--- src/rtl/ssrf_pkg.sv ---
// shared types and constants for the slot status ring fifo
package ssrf_pkg;

  localparam int CMD_W      = 2;
  localparam int PAYLOAD_W  = 32;
  localparam int SLOT_W     = 10;
  localparam int TIME_W     = 32;
  localparam int STATUS_W   = 2;
  localparam int SSTATE_W   = 2;
  localparam int CFG_IDX_W  = 2;
  localparam int CFG_DATA_W = 16;
  localparam int SIU_W      = 11;
  localparam int CNT16_W    = 16;

  // request commands
  localparam logic [CMD_W-1:0] CMD_OFFER = 2'd0;
  localparam logic [CMD_W-1:0] CMD_TAKE  = 2'd1;
  localparam logic [CMD_W-1:0] CMD_DONE  = 2'd2;
  localparam logic [CMD_W-1:0] CMD_QUERY = 2'd3;

  // result status codes
  localparam logic [STATUS_W-1:0] STS_OK      = 2'd0;
  localparam logic [STATUS_W-1:0] STS_FULL    = 2'd1;
  localparam logic [STATUS_W-1:0] STS_EMPTY   = 2'd2;
  localparam logic [STATUS_W-1:0] STS_IGNORED = 2'd3;

  // per-slot states
  localparam logic [SSTATE_W-1:0] SS_PENDING  = 2'd0;
  localparam logic [SSTATE_W-1:0] SS_CONSUMED = 2'd1;
  localparam logic [SSTATE_W-1:0] SS_FREE     = 2'd2;

  // configuration register indexes
  localparam logic [CFG_IDX_W-1:0] CFG_SLOTS_IN_USE = 2'd0;
  localparam logic [CFG_IDX_W-1:0] CFG_NOTIFY_BATCH = 2'd1;
  localparam logic [CFG_IDX_W-1:0] CFG_MIN_INTERVAL = 2'd2;

  localparam logic [SIU_W-1:0]   RST_SLOTS_IN_USE = 11'd1024;
  localparam logic [CNT16_W-1:0] RST_NOTIFY_BATCH = 16'd100;
  localparam logic [CNT16_W-1:0] RST_MIN_INTERVAL = 16'd10;
  localparam logic [CNT16_W-1:0] PEND_MAX         = 16'hFFFF;

  typedef struct packed {
    logic [CMD_W-1:0]     command;
    logic [PAYLOAD_W-1:0] payload;
    logic [SLOT_W-1:0]    slot;
    logic [TIME_W-1:0]    now_ms;
  } req_t;

  typedef struct packed {
    logic [STATUS_W-1:0]  status;
    logic [PAYLOAD_W-1:0] payload_res;
    logic [SLOT_W-1:0]    slot_res;
    logic [SSTATE_W-1:0]  slot_state;
    logic                 notify;
  } result_t;

  typedef enum logic [3:0] {
    S_CLEAR,
    S_IDLE,
    S_CLEAN_RD,
    S_CLEAN_EV,
    S_PROD_RD,
    S_PROD_EV,
    S_CONS_RD,
    S_CONS_EV,
    S_SLOT_RD,
    S_SLOT_EV,
    S_RESP
  } state_t;

  typedef enum logic [1:0] {
    RA_CLEAN,
    RA_PROD,
    RA_CONS,
    RA_SLOT
  } rd_sel_t;

  typedef struct packed {
    logic    load;
    logic    clear_wr;
    logic    clean_step;
    logic    cons_step;
    logic    offer_fin;
    logic    take_fin;
    logic    done_fin;
    logic    query_fin;
    rd_sel_t rd_sel;
  } ctl_t;

  typedef struct packed {
    logic             clean_more;
    logic             cons_more;
    logic             clear_last;
    logic [CMD_W-1:0] cmd;
  } dp_stat_t;

endpackage

--- src/rtl/ssrf_ctrl.sv ---
// sequencing state machine for the slot status ring fifo
module ssrf_ctrl (
  input  logic                        clk,
  input  logic                        rst,
  input  logic                        start,
  input  logic [ssrf_pkg::CMD_W-1:0]  command,
  input  ssrf_pkg::dp_stat_t          stat,
  output logic                        busy,
  output logic                        result_valid,
  output ssrf_pkg::ctl_t              ctl
);
  import ssrf_pkg::*;

  state_t state;
  state_t state_next;
  logic   accept;

  assign accept = start && !busy;

  always_ff @(posedge clk) begin
    if (rst) begin
      state <= S_CLEAR;
    end else begin
      state <= state_next;
    end
  end

  always_comb begin
    state_next = state;
    case (state)
      S_CLEAR: begin
        if (stat.clear_last) state_next = S_IDLE;
      end
      S_IDLE, S_RESP: begin
        if (accept) begin
          case (command)
            CMD_OFFER: state_next = S_CLEAN_RD;
            CMD_TAKE:  state_next = S_CONS_RD;
            default:   state_next = S_SLOT_RD;
          endcase
        end else begin
          state_next = S_IDLE;
        end
      end
      S_CLEAN_RD: state_next = S_CLEAN_EV;
      S_CLEAN_EV: state_next = stat.clean_more ? S_CLEAN_RD : S_PROD_RD;
      S_PROD_RD:  state_next = S_PROD_EV;
      S_PROD_EV:  state_next = S_RESP;
      S_CONS_RD:  state_next = S_CONS_EV;
      S_CONS_EV:  state_next = stat.cons_more ? S_CONS_RD : S_RESP;
      S_SLOT_RD:  state_next = S_SLOT_EV;
      S_SLOT_EV:  state_next = S_RESP;
      default:    state_next = S_IDLE;
    endcase
  end

  always_comb begin
    ctl          = '0;
    ctl.rd_sel   = RA_SLOT;
    busy         = 1'b1;
    result_valid = 1'b0;
    case (state)
      S_CLEAR:    ctl.clear_wr = 1'b1;
      S_IDLE: begin
        busy     = 1'b0;
        ctl.load = accept;
      end
      S_RESP: begin
        busy         = 1'b0;
        result_valid = 1'b1;
        ctl.load     = accept;
      end
      S_CLEAN_RD: ctl.rd_sel = RA_CLEAN;
      S_CLEAN_EV: ctl.clean_step = stat.clean_more;
      S_PROD_RD:  ctl.rd_sel = RA_PROD;
      S_PROD_EV:  ctl.offer_fin = 1'b1;
      S_CONS_RD:  ctl.rd_sel = RA_CONS;
      S_CONS_EV: begin
        ctl.cons_step = stat.cons_more;
        ctl.take_fin  = !stat.cons_more;
      end
      S_SLOT_RD:  ctl.rd_sel = RA_SLOT;
      S_SLOT_EV: begin
        ctl.done_fin  = (stat.cmd == CMD_DONE);
        ctl.query_fin = (stat.cmd != CMD_DONE);
      end
      default: ;
    endcase
  end

endmodule
--- config.mk ---
export PLATFORM = sky130hd
export DESIGN_NAME = ssrf_ctrl
export DESIGN_NICKNAME = d
export VERILOG_FILES = /design/src/rtl/ssrf_pkg.sv /design/src/rtl/ssrf_ctrl.sv
export SDC_FILE = /design/constraint.sdc
export NUM_CORES = 1
export LEC_CHECK = 0
export BUFFER_PORTS_ARGS = -buffer_cell sky130_fd_sc_hd__clkbuf_2
export CAP_MARGIN = 10
export CORE_AREA = 5 5 42 44
export DETAILED_ROUTE_END_ITERATION = 8
export DIE_AREA = 0 0 47 49
export SYNTH_ARGS = -nofsm -noshare
export SYNTH_HDL_FRONTEND = slang
export SYNTH_SLANG_ARGS = --single-unit
export TNS_END_PERCENT = 10
--- constraint.sdc ---
create_clock -name clk -period 1.3 [get_ports clk]
set_input_delay 0.26 -clock clk [delete_from_list [all_inputs] [get_ports clk]]
set_output_delay 0.26 -clock clk [all_outputs]
set_load 0.03 [all_outputs]
* Word-level counts from Yosys, hierarchy flattened *
Index checks and enable logic that the tools add are counted.

operators by class
  eq/ne operators = 14
  muxes and demuxes = 16
  reductions and logical operators = 6

operators by type and width
  kind                number
  $pmux 4 s9          1
  $eq 4x3->1 const B  4
  $eq 4x4->1 const B  3
  $mux 4              3
  $eq 4x2->1 const B  2
  $mux 1              8
  $pmux 4 s2          1
  $pmux 2 s3          1
  $eq 4x1->1 const B  1
  $logic_not 4->1     1
  $ne 2x2->1 const B  2
  $reduce_or 2->1     2
  $mux 3              1
  $eq 2x1->1 const B  1
  $eq 2x2->1 const B  1
  $logic_not 2->1     1
  $mux 2              1
  $logic_and 1x1->1   1
  $logic_not 1->1     1

word-level totals
  register bits after elaboration = 4
  bits of input ports = 10
  output and inout bits = 12

* Logic depth before layout (Yosys ltp) *
Gate-level depths: netlist of the first run.

  depth in word-level cells = 5
  mapped depth = 4

* Worst setup path before layout of the first run *
Ideal clock, no wire load.

  path type = register to output
  start = register state[0]
  end = output port ctl[7] (netlist name)
  arrival time = 1.761 ns
  required time = 1.040 ns
  setup slack = -0.721 ns
  stages on the path, launching flop included = 4
  path buffers = 1
  cells stage by stage = dfxtp_1 -> buf_2 -> nand2_1 -> nor4b_1

RTL lines
  what                    RTL line         source
  from (decl)             ssrf_ctrl.sv:14  state_t state;
  from (signal assigned)  ssrf_ctrl.sv:24  state <= state_next;
  to (decl)               ssrf_ctrl.sv:10  output ssrf_pkg::ctl_t ctl

==> summary.txt, run 1 <==
Timing
  • Setup repair after global routing missed its margin: yes
  • Max-slew headroom at the worst pin: 0.8259
  • Actual transition at the worst max-transition pin: 0.2606 ns
  • Smallest setup slack after layout: -0.2852 ns
  • Final Hold Viols: 0
  • Fmax: 630.8 MHz
  • Time the worst path needs with I/O delays and setup: 1.585 ns
  • Final-report setup violation count: 16
  • Final cycle utilization of the critical path: 1.219
  • Final clock skew: 0.004051 ns
  • Final Slew Violations: 0

Clock tree
  • Buffer levels on the longest clock path: 2
  • Clock Latency Late Sink: 0.24 ns
  • Post-CTS Hold Buffers: 0
  • CTS root buf: sky130_fd_sc_hd__clkbuf_4
  • CTS buffer count: 3
  • TritonCTS clock tree: built
  • H-tree depth: 1
  • TritonCTS sink count: 4
  • Clk pin slew, worst setup/hold paths: 0.04 ns

Drt
  • Initial DRC count: 1
  • Remaining number of nets flagged by the antenna check after routing: 0
  • Via-per-instance ratio: 5.294
  • Number of remaining DRC errors: 0
  • Via count of the routed design: 577
  • Detailed-route wire length per cell: 14.63 µm
  • Total Routed Length: 1595 µm
  • Number of detailed-route iterations in the first pass: 2

Logic synthesis
  • Synthesized net count: 64
  • Proportion of synthesized flip-flops having asynchronous set or reset: 0
  • Biggest area consumer among synthesized cells: sky130_fd_sc_hd__dfxtp_1
  • Yosys warning total: 0
  • Most area-consuming cells after synthesis: sky130_fd_sc_hd__dfxtp_1, sky130_fd_sc_hd__nor3b_1, sky130_fd_sc_hd__nor4bb_1, sky130_fd_sc_hd__nor2b_1, sky130_fd_sc_hd__and3b_1
  • Sequential share of the synthesized area: 0.1860
  • Number of synthesized flops with an enable pin: 0
  • Most used DFF post-synth: sky130_fd_sc_hd__dfxtp_1
  • Cell area after synthesis: 430.4 µm²
  • Mean instance size in the synthesized netlist: 7.971 µm²
  • Synthesized netlist cell count: 54
  • Library cells used by synthesis: 33
  • Fraction of synthesized cell area taken by the top area cell type: 0.1860
  • Number of storage elements in the synthesis netlist: 4

Pwr
  • Fraction of power consumed by the clock network: 0.337
  • Fraction of power consumed by combinational cells: 0.381
  • Overall power consumption: 484.6 µW
  • Switching power share of the total: 0.3186
  • Cell Pwr Density: 506.3 mW/mm²
  • Share of total power in sequential cells: 0.281
  • Cell internal power dissipation: 330.2 µW
  • Net load switching power: 154.4 µW
  • IR drop worst, VDD: 0.0006015 V
  • Reported leakage power: 0.4064 nW

Setup path
  • Maximum fanout count along the critical path: 4
  • Type of the worst setup path: reg -> out
  • Critical Path Source Type: flip-flop
  • Critical path required time: 1.04 ns
  • Crit end category: output pin
  • Arrival time reported for the critical path endpoint: 1.33 ns

Floorplanning
  • Die height: 49 µm
  • Width of the chip: 47 µm
  • Number of primary I/O pins: 22
  • Die footprint: 0.002303 mm²
  • Cell Rows: 14
  • Starting density of the core: 0.3071
  • Area of the core: 0.001401 mm²

Outcome
  • Run status: finished with violations
  • Failing checks: setup timing

Global routing
  • Maximum number of pins on one net before global-route repair: 10
  • Global Route Usage Sum: 0.1696
  • Via count of the first global-routing pass: 640
  • Number of antenna violations at the first check in global routing: 0
  • First-pass GRT wire length: 2849 µm
  • Total global routing overflow: 0

Finish
  • Largest regs: state (4)
  • Register with the most flip-flops: state
  • Fraction of layout instances using a drive strength above 1: 0.6774
  • ANT cells: 0
  • Number of nets in the finished design: 105
  • Fin cells: 109
  • Flip-flop count of the largest register, all copies and words added: 4
  • Layout area overhead: 122.4%
  • Finished layout cell area: 957.2 µm²

Place
  • Worst-case setup slack after placement: -0.1571 ns
  • Final weighted congestion in routability-driven placement: 0.8096
  • Final HPWL from detailed placement: 1122 µm
  • Input/output buffers: 21
  • Standard cell area after detailed placement: 710.7 µm²
  • Cell total after placement: 103

Worst hold path
  • Worst Hold Class: in -> reg

Job
  • Max_cap viols: 0
==> per-layer routing <==
layer | global-route usage | vias to the layer above | share of wire
met5 | 0 | - | 0
met4 | 0.07834 | 0 | 0.040
met3 | 0.07380 | 6 | 0.048
met2 | 0.2783 | 18 | 0.54
met1 | 0.1776 | 267 | 0.37
li1 | - | 286 | -
==> path summary, 6_finish.rpt <==
kind | endpoint | cells after the start | slack (ns) | startpoint
setup / recovery | ctl[9] | 4 | -0.29 | state[3]
setup reg to reg | state[0] | 5 | -0.02 | state[2]
hold reg to reg | state[0] | 2 | 0.62 | state[0]
hold / removal | state[0] | 2 | 0.20 | rst
==> worst max-delay path, stage by stage, from the launching register on <==
cell	delay (ns)
sky130_fd_sc_hd__dfxtp_2	0.33
sky130_fd_sc_hd__buf_6	0.14
sky130_fd_sc_hd__and3b_2	0.23
sky130_fd_sc_hd__o211a_1	0.23
sky130_fd_sc_hd__clkbuf_8	0.16
==> cell usage in the layout, fill, tap and decap left out, types with 3 or more instances in the layout <==
cell / count
sky130_fd_sc_hd__buf_4: 14
sky130_fd_sc_hd__buf_6: 5
sky130_fd_sc_hd__clkbuf_2: 9
sky130_fd_sc_hd__clkbuf_4: 3
sky130_fd_sc_hd__clkbuf_8: 10
sky130_fd_sc_hd__dfxtp_4: 3
==> cells in the mapped netlist (all sizes together), types with 2 or more instances <==
library cell,n
nand2,3
o21ai,2
a31oi,2
dfxtp,4
and3b,2
nor4b,2
nor2b,3
inv,3
buf,4
a21oi,3
nor3b,4
nor4,2
nor4bb,2
==> metrics by stage <==
stage / utilization / hold WS, ns / setup TNS, ns
2_1_floorplan: - / 0.3289 / -1.930
3_3_place_gp: 0.5071 / 0.4508 / -1.140
3_5_place_dp: 0.5071 / 0.4524 / -1.348
4_1_cts: 0.6589 / 0.1956 / -2.258
5_1_grt: 0.6830 / 0.1975 / -3.486
6_report: 0.6830 / 0.2043 / -2.342
==> power by group through the flow <==
stage               clock (mW)  sequential [mW]  combinational (mW)
floorplan                    0            0.136              0.0794
global placement             0            0.139               0.131
detailed placement           0            0.140               0.132
CTS                      0.157            0.136               0.173
global route             0.186            0.138               0.200
finish                   0.164            0.136               0.185
==> final cells by class <==
cell class	count	area [µm²]
fill	115	444.2
multi-input combinational	43	431.7
timing repair buffer	40	379.1
sequential	4	92.59
clock buffer	3	22.52
tap	16	20.02
inverter	3	11.26
==> cells by family after synthesis <==
group                     count (synthesis)  synth area share
buffers and inverters                     7           0.08429
DFF                                       4            0.1861
AOI/OAI and AO/OA                        17            0.2936
xor gates and xnor gates                  1           0.02035
and+or+nand+nor                          25            0.4157
==> timing repair <==
action                                  CTS  global route
setup buffers                             2             1
gates resized for setup                  44             6
endpoints found under the setup margin   16            16
pin swaps                                 4             5
cloned                                    0             0
endpoints found under the hold margin     0             0
(Power assumes the default switching activity.)
==> run 2: changes to the inputs <==
--- a/config.mk
+++ b/config.mk
@@ -10,6 +10,7 @@
 export CORE_AREA = 5 5 42 44
 export DETAILED_ROUTE_END_ITERATION = 8
 export DIE_AREA = 0 0 47 49
+export PLACE_DENSITY = 0.57
 export SYNTH_ARGS = -nofsm -noshare
 export SYNTH_HDL_FRONTEND = slang
 export SYNTH_SLANG_ARGS = --single-unit
==> run 2 against run 1 <==
Effect of this change:
- the run still ends with setup timing left
- maximum frequency rose by 0.35%
- final cell count is 3.7% lower
- global-route usage is 3.2 points lower
- via count down 4.0%
- utilization down 6.8 points
- count of clock-buffer cells in the layout unchanged
- setup slack improved by 0.0056 ns
- flip-flop and latch count stayed put
- largest cell class unchanged
==> summary.txt, run 2 (synthesized netlist as in run 1, its figures left out) <==
Global routing
  • Number of antenna violations at the first check in global routing: 0 (unchanged)
  • First-pass GRT wire length: 2387 µm (-16%)
  • Global Route met3 Usage: 0.04797 (-0.02583)
  • Via count of the first global-routing pass: 539 (-16%)
  • Total global routing overflow: 0 (unchanged)
  • Global Route Usage Sum: 0.1377 (-0.03186)
  • Most used routing layer: met2
  • Met2 Usage GRT: 0.2308 (-0.04751)
  • Maximum number of pins on one net before global-route repair: 10 (unchanged)
  • M1 GR Usage: 0.1703 (-0.007326)

Clock tree
  • CTS root buf: sky130_fd_sc_hd__clkbuf_4
  • TritonCTS sink count: 4 (unchanged)
  • Clk pin slew, worst setup/hold paths: 0.04 ns (about the same)
  • H-tree depth: 1 (unchanged)
  • Number of buffers inserted to repair setup after CTS: 0 (-2)
  • Clock Latency Late Sink: 0.24 ns (about the same)
  • TritonCTS clock tree: built
  • CTS buffer count: 3 (unchanged)
  • Buffer levels on the longest clock path: 2 (unchanged)

Pwr
  • Cell Pwr Density: 523.3 mW/mm² (+3.4%)
  • Reported leakage power: 0.3677 nW (-9.5%)
  • Overall power consumption: 451.1 µW (-6.9%)
  • IR drop worst, VDD: 0.0004647 V (-23%)

Worst hold path
  • Number of cells traversed by the worst hold path: 2 (unchanged)
  • Worst Hold Class: in -> reg

Finish
  • Layout area overhead: 100.3%
  • Commonest cells after routing, fill and taps aside: sky130_fd_sc_hd__buf_4, sky130_fd_sc_hd__clkbuf_2, sky130_fd_sc_hd__clkbuf_8
  • Largest regs: state (4)
  • ANT cells: 0 (unchanged)
  • Flip-flop count of the largest register, all copies and words added: 4 (unchanged)
  • Fraction of layout instances using a drive strength above 1: 0.6292 (-0.04821)
  • Register with the most flip-flops: state
  • Number of nets in the finished design: 101 (-3.8%)
  • Most frequent standard cell in the layout excluding fill and tap cells: sky130_fd_sc_hd__buf_4

Place
  • Final weighted congestion in routability-driven placement: 0.7927 (-2.1%)
  • Worst-case setup slack after placement: -0.1739 ns (-0.01678 ns)
  • Final HPWL from detailed placement: 1076 µm (-4.1%)
  • Input/output buffers: 21 (unchanged)

Setup path
  • Crit path from: state[3]
  • Reg2reg path depth: 5 (unchanged)
  • Crit end category: output pin
  • R2R Path End: state[3]
  • R2R Setup Slk: 0.04 ns (+0.06 ns)
  • Critical path required time: 1.04 ns (about the same)
  • Capturing instance or port of the critical path: ctl[9]
  • Arrival time reported for the critical path endpoint: 1.32 ns (about the same)
  • Type of the worst setup path: reg -> out
  • Launch instance of the worst register-to-register path: state[3]
  • Maximum fanout count along the critical path: 4 (unchanged)
  • Critical Path Source Type: flip-flop

Floorplanning
  • Die height: 49 µm (unchanged)
  • Width of the chip: 47 µm (unchanged)
  • Area of the core: 0.001401 mm² (unchanged)
  • Number of primary I/O pins: 22 (unchanged)
  • Starting density of the core: 0.3071 (unchanged)
  • Die footprint: 0.002303 mm² (unchanged)
  • Cell Rows: 14 (unchanged)

Timing
  • Smallest setup slack after layout: -0.2797 ns (+0.005567 ns)
  • Final clock skew: 0.005296 ns (+0.001245 ns)
  • Setup repair after global routing missed its margin: yes
  • Setup TNS: -2.519 ns (-0.1774 ns)
  • Final cycle utilization of the critical path: 1.215 (-0.004282)
  • Max-slew headroom at the worst pin: 0.8171 (-0.008823)
  • Fmax: 633.0 MHz (+0.35%)
  • Final Hold Viols: 0 (unchanged)
  • Actual transition at the worst max-transition pin: 0.2721 ns (+0.01147 ns)
  • Time the worst path needs with I/O delays and setup: 1.580 ns (-0.005567 ns)
  • Final Slew Violations: 0 (unchanged)
  • Final-report setup violation count: 12 (-4)

Drt
  • Number of detailed-route iterations in the first pass: 4 (+2)
  • Number of remaining DRC errors: 0 (unchanged)
  • Remaining number of nets flagged by the antenna check after routing: 0 (unchanged)
  • Via count of the routed design: 554 (-4.0%)
  • Detailed-route wire length per cell: 13.70 µm (-6.4%)
  • Initial DRC count: 10 (+9)
  • Via-per-instance ratio: 5.276 (-0.33%)
  • Total Routed Length: 1438 µm (-9.8%)

Outcome
  • Run status: finished with violations
  • Failing checks: setup timing

Job
  • Max_cap viols: 0 (unchanged)
==> run 2: per-stage QoR <==
stage,hold slack [ns],utilization,instance area (µm²),std cells
floorplan,0.3289,-,493.0,54
global placement,0.4509,0.5018,703.2,102
detailed placement,0.4540,0.5018,703.2,102
CTS,0.1886,0.5946,833.3,105
global route,0.1979,0.6152,862.1,105
finish,0.1960,0.6152,862.1,105
==> run 2: layout make-up <==
cell class,count,area [µm²]
Clock buffer,3,22.52
Tap cell,16,20.02
Inverter,3,11.26
Sequential cell,4,88.84
Fill cell,130,539.3
Multi-Input combinational cell,43,424.2
Timing Repair Buffer,36,295.3
==> run 2: timing repair <==
item | CTS | global route
resized for setup | 29 | 7
pin swaps | 1 | 0
endpoints found under the setup margin | 15 | 14
hold buffers | 0 | 0
==> run 2: critical path, cell delays in order, from the launching register on <==
cell and delay, ns:
sky130_fd_sc_hd__dfxtp_1 0.32, sky130_fd_sc_hd__buf_4 0.17, sky130_fd_sc_hd__nor3b_4 0.25, sky130_fd_sc_hd__o211a_1 0.20, sky130_fd_sc_hd__clkbuf_8 0.15
==> run 2: how the worst min path moves through the flow <==
stage	startpoint	end	slack, ns
5_1_grt	rst	state[0]	0.20
2_1_floorplan	rst	state[0]	0.33
6_report	rst	state[0]	0.20
3_3_place_gp	rst	state[0]	0.45
3_5_place_dp	rst	state[0]	0.45
4_1_cts	rst	state[0]	0.19
==> run 2: per-layer routing <==
metal	share of wire	wire, µm
met2	0.55	785
met3	0.056	80
met5	0	0
met1	0.40	571
met4	0	0
==> run 2: power by group <==
part           switching [mW]  internal [mW]  total (mW)
Combinational          0.0748         0.0795       0.154
Clock                  0.0576          0.104       0.161
Sequential            0.00955          0.126       0.136
